`src/rtl/core/qfp_pkg.sv`:
```
package qfp_pkg;

    localparam int QFP_MAX_FIELDS = 64;
    localparam int QFP_FIELD_W    = 6;
    localparam int QFP_FIFO_DEPTH = 4;
    localparam int QFP_HOLD_DEPTH = 4;   // entity bytes kept after the '&'
    localparam int QFP_RP_DEPTH   = 5;   // bytes waiting to be parsed again

    localparam logic [7:0] CH_QUOTE   = 8'h22;
    localparam logic [7:0] CH_HASH    = 8'h23;
    localparam logic [7:0] CH_AMP     = 8'h26;
    localparam logic [7:0] CH_COMMA   = 8'h2C;
    localparam logic [7:0] CH_DIGIT0  = 8'h30;
    localparam logic [7:0] CH_DIGIT9  = 8'h39;
    localparam logic [7:0] CH_SEMI    = 8'h3B;
    localparam logic [7:0] CH_QMARK   = 8'h3F;
    localparam logic [7:0] CH_UPPER_A = 8'h41;
    localparam logic [7:0] CH_UPPER_C = 8'h43;
    localparam logic [7:0] CH_UPPER_F = 8'h46;
    localparam logic [7:0] CH_LOWER_X = 8'h78;
    localparam logic [7:0] CH_LEAD_C2 = 8'hC2;
    localparam logic [7:0] CH_LEAD_C3 = 8'hC3;
    localparam logic [7:0] LATIN_OFS  = 8'h40;

    typedef enum logic [1:0] {
        KIND_BYTE = 2'd0,
        KIND_EOF  = 2'd1,
        KIND_NULL = 2'd2,
        KIND_EOL  = 2'd3
    } kind_t;

    typedef enum logic [1:0] {
        CLS_PLAIN,
        CLS_QUOTE,
        CLS_COMMA,
        CLS_AMP
    } byte_cls_t;

    typedef struct packed {
        logic [7:0] data;
        logic       last;
        byte_cls_t  cls;
    } qfp_item_t;

    typedef struct packed {
        kind_t                  kind;
        logic [7:0]             data;
        logic [QFP_FIELD_W-1:0] field;
    } qfp_result_t;

    function automatic byte_cls_t classify(input logic [7:0] c);
        byte_cls_t cls;
        cls = CLS_PLAIN;
        if (c == CH_QUOTE)
        begin
            cls = CLS_QUOTE;
        end
        else if (c == CH_COMMA)
        begin
            cls = CLS_COMMA;
        end
        else if (c == CH_AMP)
        begin
            cls = CLS_AMP;
        end
        return cls;
    endfunction

    // {valid, value}
    function automatic logic [4:0] hex_digit(input logic [7:0] c);
        logic [7:0] d;
        logic [4:0] r;
        d = 8'h00;
        r = 5'b0;
        if (c >= CH_DIGIT0 && c <= CH_DIGIT9)
        begin
            d = c - CH_DIGIT0;
            r = {1'b1, d[3:0]};
        end
        else if (c >= CH_UPPER_A && c <= CH_UPPER_F)
        begin
            d = c - CH_UPPER_A + 8'd10;
            r = {1'b1, d[3:0]};
        end
        return r;
    endfunction

    // highest field index: one below the field limit, capped by the port width
    function automatic logic [QFP_FIELD_W-1:0] field_limit(input int max_fields);
        int lim;
        lim = max_fields - 1;
        if (lim > (2 ** QFP_FIELD_W) - 1)
        begin
            lim = (2 ** QFP_FIELD_W) - 1;
        end
        return QFP_FIELD_W'(lim);
    endfunction

endpackage

```
`src/rtl/core/qfp_front.sv`:
```
module qfp_front (
    input  logic               clk,
    input  logic               rst_n,
    input  logic               s_tvalid,
    output logic               s_tready,
    input  logic [7:0]         s_tdata,
    input  logic               s_tlast,
    output logic               head_valid,
    output qfp_pkg::qfp_item_t head,
    input  logic               pop
);

    localparam int DEPTH = qfp_pkg::QFP_FIFO_DEPTH;
    localparam int PTR_W = $clog2(DEPTH);
    localparam int CNT_W = $clog2(DEPTH + 1);

    qfp_pkg::qfp_item_t mem_reg [DEPTH];
    logic [PTR_W-1:0]   wr_ptr_reg, wr_ptr_next;
    logic [PTR_W-1:0]   rd_ptr_reg, rd_ptr_next;
    logic [CNT_W-1:0]   count_reg, count_next;
    logic               wr_en;
    logic               rd_en;
    qfp_pkg::qfp_item_t wr_item;

    assign s_tready   = (count_reg != CNT_W'(DEPTH));
    assign head_valid = (count_reg != '0);
    assign head       = mem_reg[rd_ptr_reg];
    assign wr_en      = s_tvalid && s_tready;
    assign rd_en      = pop && head_valid;

    // classify on the way in
    always_comb
    begin
        wr_item.data = s_tdata;
        wr_item.last = s_tlast;
        wr_item.cls  = qfp_pkg::classify(s_tdata);
    end

    always_comb
    begin
        wr_ptr_next = wr_ptr_reg;
        rd_ptr_next = rd_ptr_reg;
        count_next  = count_reg;
        if (wr_en)
        begin
            wr_ptr_next = (wr_ptr_reg == PTR_W'(DEPTH - 1)) ? '0 : wr_ptr_reg + PTR_W'(1);
        end
        if (rd_en)
        begin
            rd_ptr_next = (rd_ptr_reg == PTR_W'(DEPTH - 1)) ? '0 : rd_ptr_reg + PTR_W'(1);
        end
        if (wr_en && !rd_en)
        begin
            count_next = count_reg + CNT_W'(1);
        end
        else if (rd_en && !wr_en)
        begin
            count_next = count_reg - CNT_W'(1);
        end
    end

    always_ff @(posedge clk or negedge rst_n)
    begin
        if (!rst_n)
        begin
            wr_ptr_reg <= '0;
            rd_ptr_reg <= '0;
            count_reg  <= '0;
        end
        else
        begin
            wr_ptr_reg <= wr_ptr_next;
            rd_ptr_reg <= rd_ptr_next;
            count_reg  <= count_next;
        end
    end

    always_ff @(posedge clk)
    begin
        if (wr_en)
        begin
            mem_reg[wr_ptr_reg] <= wr_item;
        end
    end

endmodule

```
`src/rtl/core/qfp_back.sv`:
```
module qfp_back #(
    parameter int MAX_FIELDS = qfp_pkg::QFP_MAX_FIELDS
) (
    input  logic                 clk,
    input  logic                 rst_n,
    input  logic                 head_valid,
    input  qfp_pkg::qfp_item_t   head,
    output logic                 pop,
    output logic                 res_valid,
    input  logic                 res_ready,
    output qfp_pkg::qfp_result_t res,
    output logic                 res_last
);

    localparam int HD = qfp_pkg::QFP_HOLD_DEPTH;
    localparam int RD = qfp_pkg::QFP_RP_DEPTH;
    localparam int FW = qfp_pkg::QFP_FIELD_W;
    localparam logic [FW-1:0] FIELD_LIMIT = qfp_pkg::field_limit(MAX_FIELDS);

    typedef enum logic [2:0] {
        MODE_OUTSIDE,
        MODE_QSEEN,
        MODE_SKIP,
        MODE_FIELD,
        MODE_ENTITY
    } mode_t;

    mode_t                mode_reg, mode_next;
    logic [2:0]           cnt_reg, cnt_next;
    logic [FW-1:0]        field_reg, field_next;
    logic [7:0]           hold_reg [HD];
    logic [7:0]           rp_reg [RD];
    logic [7:0]           rp_next [RD];
    logic [2:0]           rp_len_reg, rp_len_next;
    logic                 pend_valid_reg, pend_valid_next;
    logic [7:0]           pend_byte_reg, pend_byte_next;
    logic                 le_pend_reg, le_pend_next;
    logic                 fin_pend_reg, fin_pend_next;
    logic                 stage_valid_reg, stage_valid_next;
    qfp_pkg::qfp_result_t stage_reg, stage_next;
    logic                 out_valid_reg;
    qfp_pkg::qfp_result_t out_reg;
    logic                 out_last_reg;

    logic                 step, fin_step, byte_step, from_rp, pop_want;
    logic [7:0]           b;
    qfp_pkg::byte_cls_t   b_cls;
    logic                 field_path, ent_ok, bump;
    logic                 hold_we;
    logic [1:0]           hold_idx;
    logic [2:0]           k, rest_len, rp_src;
    logic [4:0]           hex_hi, hex_lo;
    logic [7:0]           dec_val;
    logic                 r_valid;
    qfp_pkg::qfp_result_t r;
    logic                 done, push, push_last, can_push, go;
    qfp_pkg::qfp_result_t push_res;

    always_comb
    begin
        mode_next       = mode_reg;
        cnt_next        = cnt_reg;
        field_next      = field_reg;
        rp_len_next     = rp_len_reg;
        pend_valid_next = pend_valid_reg;
        pend_byte_next  = pend_byte_reg;
        le_pend_next    = le_pend_reg;
        for (int i = 0; i < RD; i++)
        begin
            rp_next[i] = rp_reg[i];
        end
        step       = 1'b0;
        fin_step   = 1'b0;
        byte_step  = 1'b0;
        from_rp    = 1'b0;
        pop_want   = 1'b0;
        b          = head.data;
        b_cls      = head.cls;
        field_path = 1'b0;
        ent_ok     = 1'b0;
        bump       = 1'b0;
        hold_we    = 1'b0;
        hold_idx   = 2'(cnt_reg - 3'd1);
        k          = cnt_reg - 3'd1;
        rest_len   = 3'd0;
        rp_src     = 3'd0;
        hex_hi     = qfp_pkg::hex_digit(hold_reg[2]);
        hex_lo     = qfp_pkg::hex_digit(hold_reg[3]);
        dec_val    = {hex_hi[3:0], hex_lo[3:0]};
        r_valid    = 1'b0;
        r.kind     = qfp_pkg::KIND_BYTE;
        r.data     = 8'h00;
        r.field    = field_reg;

        // pick the work source
        priority if (fin_pend_reg)
        begin
            fin_step = 1'b1;
        end
        else if (pend_valid_reg)
        begin
            step            = 1'b1;
            r_valid         = 1'b1;
            r.data          = pend_byte_reg;
            pend_valid_next = 1'b0;
        end
        else if (rp_len_reg != 3'd0)
        begin
            step      = 1'b1;
            byte_step = 1'b1;
            from_rp   = 1'b1;
            b         = rp_reg[0];
            b_cls     = qfp_pkg::classify(rp_reg[0]);
            for (int i = 0; i < RD - 1; i++)
            begin
                rp_next[i] = rp_reg[i+1];
            end
            rp_len_next = rp_len_reg - 3'd1;
        end
        else if (le_pend_reg)
        begin
            step    = 1'b1;
            r_valid = 1'b1;
            if (mode_reg == MODE_ENTITY)
            begin
                // unfinished entity at line end: '&' then reparse the rest
                r.data    = qfp_pkg::CH_AMP;
                mode_next = MODE_FIELD;
                cnt_next  = 3'd0;
                for (int i = 0; i < HD; i++)
                begin
                    rp_next[i] = hold_reg[i];
                end
                rp_len_next = cnt_reg - 3'd1;
            end
            else if (mode_reg == MODE_FIELD || mode_reg == MODE_QSEEN)
            begin
                r.kind    = qfp_pkg::KIND_EOF;
                bump      = 1'b1;
                mode_next = MODE_OUTSIDE;
            end
            else
            begin
                r.kind       = qfp_pkg::KIND_EOL;
                mode_next    = MODE_OUTSIDE;
                cnt_next     = 3'd0;
                field_next   = '0;
                le_pend_next = 1'b0;
            end
        end
        else if (head_valid)
        begin
            step         = 1'b1;
            byte_step    = 1'b1;
            pop_want     = 1'b1;
            le_pend_next = head.last;
        end

        if (byte_step)
        begin
            unique case (mode_reg)
                MODE_OUTSIDE:
                begin
                    if (b_cls == qfp_pkg::CLS_QUOTE)
                    begin
                        mode_next = MODE_QSEEN;
                    end
                end
                MODE_QSEEN:
                begin
                    if (b_cls == qfp_pkg::CLS_COMMA)
                    begin
                        mode_next = MODE_OUTSIDE;
                    end
                    else if (b_cls == qfp_pkg::CLS_QUOTE)
                    begin
                        r_valid   = 1'b1;
                        r.kind    = qfp_pkg::KIND_NULL;
                        bump      = 1'b1;
                        mode_next = MODE_SKIP;
                    end
                    else
                    begin
                        field_path = 1'b1;
                    end
                end
                MODE_SKIP:
                begin
                    mode_next = MODE_OUTSIDE;
                end
                MODE_FIELD:
                begin
                    field_path = 1'b1;
                end
                MODE_ENTITY:
                begin
                    ent_ok = (cnt_reg == 3'd1) ? (b == qfp_pkg::CH_HASH) :
                             (cnt_reg == 3'd2) ? (b == qfp_pkg::CH_LOWER_X) :
                             (cnt_reg == 3'd5) ? (b == qfp_pkg::CH_SEMI) : 1'b1;
                    if (ent_ok && cnt_reg != 3'd5)
                    begin
                        hold_we  = 1'b1;
                        cnt_next = cnt_reg + 3'd1;
                    end
                    else if (ent_ok)
                    begin
                        r_valid   = 1'b1;
                        mode_next = MODE_FIELD;
                        cnt_next  = 3'd0;
                        if (!hex_hi[4] || !hex_lo[4])
                        begin
                            r.data = qfp_pkg::CH_QMARK;
                        end
                        else if (hold_reg[2] <= qfp_pkg::CH_DIGIT9)
                        begin
                            r.data = dec_val;
                        end
                        else if (hold_reg[2] < qfp_pkg::CH_UPPER_C)
                        begin
                            r.data          = qfp_pkg::CH_LEAD_C2;
                            pend_valid_next = 1'b1;
                            pend_byte_next  = dec_val;
                        end
                        else
                        begin
                            r.data          = qfp_pkg::CH_LEAD_C3;
                            pend_valid_next = 1'b1;
                            pend_byte_next  = dec_val - qfp_pkg::LATIN_OFS;
                        end
                    end
                    else
                    begin
                        // broken entity: '&' out, held bytes and this one parsed again
                        r_valid   = 1'b1;
                        r.data    = qfp_pkg::CH_AMP;
                        mode_next = MODE_FIELD;
                        cnt_next  = 3'd0;
                        rest_len  = from_rp ? (rp_len_reg - 3'd1) : 3'd0;
                        for (int i = 0; i < RD; i++)
                        begin
                            rp_src = 3'(i) - k;
                            if (3'(i) < k)
                            begin
                                rp_next[i] = hold_reg[2'(i)];
                            end
                            else if (3'(i) == k)
                            begin
                                rp_next[i] = b;
                            end
                            else
                            begin
                                rp_next[i] = rp_reg[rp_src];
                            end
                        end
                        rp_len_next = k + 3'd1 + rest_len;
                    end
                end
                default:
                begin
                    mode_next = MODE_OUTSIDE;
                end
            endcase

            if (field_path)
            begin
                if (b_cls == qfp_pkg::CLS_QUOTE)
                begin
                    r_valid   = 1'b1;
                    r.kind    = qfp_pkg::KIND_EOF;
                    bump      = 1'b1;
                    mode_next = MODE_OUTSIDE;
                end
                else if (b_cls == qfp_pkg::CLS_AMP)
                begin
                    cnt_next  = 3'd1;
                    mode_next = MODE_ENTITY;
                end
                else
                begin
                    r_valid   = 1'b1;
                    r.data    = b;
                    mode_next = MODE_FIELD;
                end
            end
        end

        if (bump && field_reg < FIELD_LIMIT)
        begin
            field_next = field_reg + FW'(1);
        end
    end

    // one result is held back so the final one of an input can carry last
    always_comb
    begin
        done             = !pend_valid_next && (rp_len_next == 3'd0) && !le_pend_next;
        push             = 1'b0;
        push_last        = 1'b0;
        push_res         = stage_reg;
        stage_valid_next = stage_valid_reg;
        stage_next       = stage_reg;
        fin_pend_next    = fin_pend_reg;
        if (fin_step)
        begin
            push             = 1'b1;
            push_last        = 1'b1;
            stage_valid_next = 1'b0;
            fin_pend_next    = 1'b0;
        end
        else if (step)
        begin
            if (r_valid && stage_valid_reg)
            begin
                push          = 1'b1;
                stage_next    = r;
                fin_pend_next = done;
            end
            else if (r_valid)
            begin
                if (done)
                begin
                    push      = 1'b1;
                    push_last = 1'b1;
                    push_res  = r;
                end
                else
                begin
                    stage_next       = r;
                    stage_valid_next = 1'b1;
                end
            end
            else if (stage_valid_reg && done)
            begin
                push             = 1'b1;
                push_last        = 1'b1;
                stage_valid_next = 1'b0;
            end
        end
        can_push = !out_valid_reg || res_ready;
        go       = !push || can_push;
    end

    assign pop       = pop_want && go;
    assign res_valid = out_valid_reg;
    assign res       = out_reg;
    assign res_last  = out_last_reg;

    always_ff @(posedge clk or negedge rst_n)
    begin
        if (!rst_n)
        begin
            mode_reg        <= MODE_OUTSIDE;
            cnt_reg         <= 3'd0;
            field_reg       <= '0;
            rp_len_reg      <= 3'd0;
            pend_valid_reg  <= 1'b0;
            le_pend_reg     <= 1'b0;
            fin_pend_reg    <= 1'b0;
            stage_valid_reg <= 1'b0;
            out_valid_reg   <= 1'b0;
        end
        else
        begin
            if (go)
            begin
                mode_reg        <= mode_next;
                cnt_reg         <= cnt_next;
                field_reg       <= field_next;
                rp_len_reg      <= rp_len_next;
                pend_valid_reg  <= pend_valid_next;
                le_pend_reg     <= le_pend_next;
                fin_pend_reg    <= fin_pend_next;
                stage_valid_reg <= stage_valid_next;
            end
            if (push && go)
            begin
                out_valid_reg <= 1'b1;
            end
            else if (res_ready)
            begin
                out_valid_reg <= 1'b0;
            end
        end
    end

    always_ff @(posedge clk)
    begin
        if (go)
        begin
            pend_byte_reg <= pend_byte_next;
            stage_reg     <= stage_next;
            for (int i = 0; i < RD; i++)
            begin
                rp_reg[i] <= rp_next[i];
            end
            if (hold_we)
            begin
                hold_reg[hold_idx] <= b;
            end
        end
        if (push && go)
        begin
            out_reg      <= push_res;
            out_last_reg <= push_last;
        end
    end

endmodule

```
`src/rtl/core/quoted_field_parser_entity_decode.sv`:
```
// path: a plain field byte goes through the input queue and then the output register to m_tdata
// stepping: one result a cycle while the output register can take it; a byte with n
//   results takes n steps (at least one), one more when the held-back final result
//   collides, a broken entity adds a step per replayed byte, and line end adds a step
//   per flush action (open entity, field close, end of line)
// reset: asynchronous, clears the input queue, parser mode, field counter, output valid
module quoted_field_parser_entity_decode #(
    parameter int MAX_FIELDS = qfp_pkg::QFP_MAX_FIELDS
) (
    input  logic        clk,
    input  logic        rst_n,
    input  logic        s_tvalid,
    output logic        s_tready,
    input  logic [7:0]  s_tdata,    // [7:0] in_byte
    input  logic        s_tlast,    // line_end
    output logic        m_tvalid,
    input  logic        m_tready,
    output logic [15:0] m_tdata,    // [7:0] out_byte, [13:8] field_number, [15:14] zero
    output logic [1:0]  m_tuser,    // [1:0] kind
    output logic        m_tlast     // last_of_run
);

    localparam logic [qfp_pkg::QFP_FIELD_W-1:0] FIELD_LIMIT =
        qfp_pkg::field_limit(MAX_FIELDS);

    logic                 head_valid;
    qfp_pkg::qfp_item_t   head;
    logic                 pop;
    qfp_pkg::qfp_result_t res;

    // front: input transfers land in a short queue, tagged with a byte class
    qfp_front u_front (
        .clk        (clk),
        .rst_n      (rst_n),
        .s_tvalid   (s_tvalid),
        .s_tready   (s_tready),
        .s_tdata    (s_tdata),
        .s_tlast    (s_tlast),
        .head_valid (head_valid),
        .head       (head),
        .pop        (pop)
    );

    // back: quote/field state machine, entity decode with replay, line end flush,
    // and the output register that decouples it from m_tready
    qfp_back #(
        .MAX_FIELDS (MAX_FIELDS)
    ) u_back (
        .clk        (clk),
        .rst_n      (rst_n),
        .head_valid (head_valid),
        .head       (head),
        .pop        (pop),
        .res_valid  (m_tvalid),
        .res_ready  (m_tready),
        .res        (res),
        .res_last   (m_tlast)
    );

    // pack the result onto the stream
    assign m_tdata = {2'b00, res.field, res.data};
    assign m_tuser = res.kind;

    // end of line always closes the results of its input byte
    a_eol_is_last: assert property (@(posedge clk) disable iff (!rst_n)
        (m_tvalid && m_tuser == qfp_pkg::KIND_EOL) |-> m_tlast)
        else $error("end of line result without last");

    // only field bytes carry data
    a_marker_zero: assert property (@(posedge clk) disable iff (!rst_n)
        (m_tvalid && m_tuser != qfp_pkg::KIND_BYTE) |-> (m_tdata[7:0] == 8'h00))
        else $error("marker result with nonzero byte");

    // field counter saturates
    a_field_cap: assert property (@(posedge clk) disable iff (!rst_n)
        m_tvalid |-> (m_tdata[13:8] <= FIELD_LIMIT))
        else $error("field number above limit");

endmodule

```
`config.mk`:
```
export PLATFORM = sky130hd
export DESIGN_NAME = quoted_field_parser_entity_decode
export DESIGN_NICKNAME = d
export VERILOG_FILES = /design/src/rtl/core/qfp_pkg.sv /design/src/rtl/core/qfp_front.sv /design/src/rtl/core/qfp_back.sv /design/src/rtl/core/quoted_field_parser_entity_decode.sv
export SDC_FILE = /design/constraint.sdc
export NUM_CORES = 1
export LEC_CHECK = 0
export BUFFER_PORTS_ARGS = -buffer_cell sky130_fd_sc_hd__buf_4
export CORE_MARGIN = 5
export CORE_UTILIZATION = 30
export CTS_CLUSTER_DIAMETER = 150
export DETAILED_ROUTE_END_ITERATION = 7
export PLACE_DENSITY = 0.44
export SYNTH_ARGS = -nofsm -noshare
export SYNTH_HDL_FRONTEND = slang
export SYNTH_SLANG_ARGS = --single-unit
```
`constraint.sdc`:
```
create_clock -name clk -period 6.6 [get_ports clk]
set_input_delay 1.32 -clock clk [delete_from_list [all_inputs] [get_ports clk]]
set_output_delay 1.32 -clock clk [all_outputs]
set_load 0.01 [all_outputs]
```
==> results_dict.tcl <==
set metrics [dict create \
    min_path_cells 1 \
    dp.final_hpwl_um 25200 \
    die_area_sq_mm 0.0430 \
    ctsRootBufferMaster "clkbuf_16" \
    synth_seq_cells 184 \
    hp-start "u_front.count_reg[2]" \
    pwr_density_cell_mw_per_mm2 592 \
    die_w_um 207 \
    clk_latency_ns 0.45 \
    use_met3_pct 3.26 \
    fmax_mhz 195 \
    drt_iter0_markers 954 \
    timing.rr.start "u_front.rd_ptr_reg[0]" \
    io_pins 34 \
    grt_max_degree 46 \
    start_util_pct 30.3 \
    switching_share_pct 47.1 \
    status "complete, no violations" \
    area_delta_synth_final_pct 10.9 \
    vias 9154 \
    routed_wl_um 37000 \
    avgSynthCellArea_sq_um 10.5 \
    combPwrFrac_pct 56.0 \
    fin_tns_setup_ns 0 \
    power_frac_seq_pct 30.6 \
    busiest_layer "met2" \
    fin_cells 1640 \
    path_clk_slew_ns 0.08 \
    antenna_left 0 \
    cp.arrival_ns 5.24 \
    cp-end-kind "flip-flop" \
    syn_area_sq_mm 0.0117 \
    dpl.cell_count 1608 \
    timing.rr.end "u_back.hold_reg[3][7]" \
    core_sq_mm 0.0386 \
    maxCapViolCount 0 \
    yosysWarnings 0 \
    r2r_cells 12 \
    grtUsageMet2_pct 26.3 \
    setup_violations 0 \
    drive_above_1_share_pct 14.3 \
    ys.flop_type "edfxtp_1" \
    cts.path.max_buffers 2 \
    fin_skew_ns 0.0163 \
    synth_seq_area_share_pct 46.1 \
    clkPwrFrac_pct 13.5 \
    clock-sinks 184 \
    largest_reg_flops 44 \
    hold_viol 0 \
    numCtsBuffers 17 \
    p_leak_nw 4.63 \
    ff2ff_setup_slack_ns 1.46 \
    async_flop_share_pct 14.7 \
    p_sw_mw 3.62 \
    route.detailed.drc 0 \
    cts_hold_buf 0 \
    slew_headroom_pct 23.2 \
    overflow 0 \
    crit_type "flip-flop to flip-flop" \
    internal-power_mw 4.07 \
    startpoint_type "flip-flop" \
    num_antenna_cells 0 \
    syn-instance-count 1119 \
    synth-edff-count 157 \
    first_global_vias 8612 \
    nNetsFinal 1157 \
    portBuffers 31 \
    post_cts_buffers 0 \
    antenna_found_initial 1 \
    hp-class "flip-flop to flip-flop" \
    grt_util_all_layers_pct 16.9 \
    place.gp.congestion 0.854 \
    crit_required_ns 6.70 \
    detail_route.wl_per_cell_um 22.6 \
    tightest_slew_ns 1.15 \
    grt_pass1_wl_um 56400 \
    peakVddDrop_mv 0.201 \
    routed_via_density 5.58 \
    min_period_over_period_pct 77.9 \
    whs_ns 0.498 \
    hold_end "u_front.count_reg[2]" \
    layout_min_cycle_time_ns 5.14 \
    cts_tree "built" \
    row_count 72 \
    slew_viol_final 0 \
    die_h_um 207 \
    synth_cell_types 82 \
    crit_fanout 19 \
    rsz0062_at_grt "no" \
    dr.pass1.iters 5 \
    post_cts_resized 0 \
    htree_levels 4 \
    use_met1_pct 24.3 \
]
## worst max-delay path by stage
stage	depth (start not counted)	end	start
floorplan	22	u_front.count_reg[2]	u_back.cnt_reg[0]
global placement	12	u_back.hold_reg[1][7]	u_front.rd_ptr_reg[0]
detailed placement	13	u_back.stage_reg[13]	u_front.rd_ptr_reg[0]
CTS	12	u_back.hold_reg[1][4]	u_front.rd_ptr_reg[0]
global route	15	u_back.hold_reg[1][4]	u_back.rp_len_reg[0]
finish	12	u_back.hold_reg[3][7]	u_front.rd_ptr_reg[0]
## critical path: stages, from the launching register on
cell and delay [ns]:
dfrtp_1 0.92, mux4_2 0.59, nand2_1 0.07, o21ai_0 0.21
ha_1 0.39, inv_1 0.05, o21a_1 0.22, o21ai_0 0.09
o21ai_0 0.10, o31a_1 0.38, maj3_4 0.44, a2111oi_2 0.82
and2_1 0.49
## cell families after synthesis
kind of cell    Yosys count  share of synthesized area (%)
compound gates          345                           19.3
xor+xnor                 14                           1.05
fa+ha+maj                36                           3.99
buf+inv                 124                           4.43
flops                   184                           46.1
mux                     105                           12.4
other cells               1                         0.0321
simple gates            310                           12.7
## cell usage after synthesis (5+ instances only)
library cell / instances / area share [%]
clkbuf_1: 62 / 2.0
o211ai_1: 29 / 1.9
mux4_2: 28 / 5.4
and3_1: 13 / 0.70
or3_1: 13 / 0.70
buf_1: 12 / 0.39
inv_1: 38 / 1.2
o21ai_0: 72 / 3.1
nor4_1: 9 / 0.48
ha_1: 33 / 3.5
nand2_1: 102 / 3.3
xor2_1: 6 / 0.45
and2_1: 8 / 0.43
nor2b_1: 14 / 0.75
a21oi_1: 89 / 3.8
nand2b_1: 8 / 0.43
xnor2_1: 8 / 0.60
nor2_1: 85 / 2.7
mux2_2: 20 / 1.9
nor3_1: 21 / 0.90
a211oi_1: 47 / 3.0
dfrtp_1: 27 / 5.8
o22ai_1: 28 / 1.5
mux2i_1: 53 / 4.5
a22o_1: 8 / 0.60
a31oi_1: 10 / 0.53
nand3_1: 14 / 0.60
o31a_1: 5 / 0.37
edfxtp_1: 157 / 40
## metrics by stage
| step | power, mW | setup slack [ns] | instance area (sq um) | util, % |
|---|---|---|---|---|
| after floorplan | 5.24 | 1.23 | 11700 | - |
| after global placement | 6.64 | 1.43 | 12400 | 32.1 |
| after detailed placement | 6.63 | 1.40 | 12400 | 32.1 |
| after CTS | 7.68 | 1.37 | 13000 | 33.6 |
| after global routing | 8.22 | 0.970 | 13000 | 33.6 |
| final | 7.68 | 1.46 | 13000 | 33.6 |
## layer usage
metal | vias up | routed length (um)
met1 | 4539 | 17400
met3 | 34 | 2370
met5 | - | 0
li1 | 4254 | -
met4 | 0 | 526
met2 | 327 | 16700
## area by class of cell
class,instances,area (sq um)
multi-input cells,812,5810
well taps,518,648
clock inverters,13,134
inverters,40,158
flip-flops and latches,184,5390
fillers,3887,25700
repair buffers,54,405
clock buffers,19,433
## layout by cell type, fill, tap and decap left out, types with 9 or more instances in the layout
master / instances
a21oi_1: 89
nand2_1: 102
a31oi_1: 10
edfxtp_1: 157
and3_1: 13
o22ai_1: 28
nand3_1: 14
dfrtp_1: 27
mux2_2: 20
nor3_1: 21
or3_1: 13
ha_1: 33
o21ai_0: 72
a211oi_1: 47
nor2_1: 83
nor2b_1: 13
mux4_2: 28
clkbuf_16: 17
nor4_1: 9
buf_4: 54
inv_1: 38
mux2i_1: 53
o211ai_1: 29
## power groups by stage
stage / clock network (mW) / logic (mW) / registers [mW]
floorplan: 0 / 3.11 / 2.13
global placement: 0 / 4.28 / 2.36
detailed placement: 0 / 4.27 / 2.36
CTS: 1.05 / 4.29 / 2.34
global route: 1.10 / 4.73 / 2.40
finish: 1.03 / 4.30 / 2.35
Note: power is estimated with default switching activity, not from simulation.
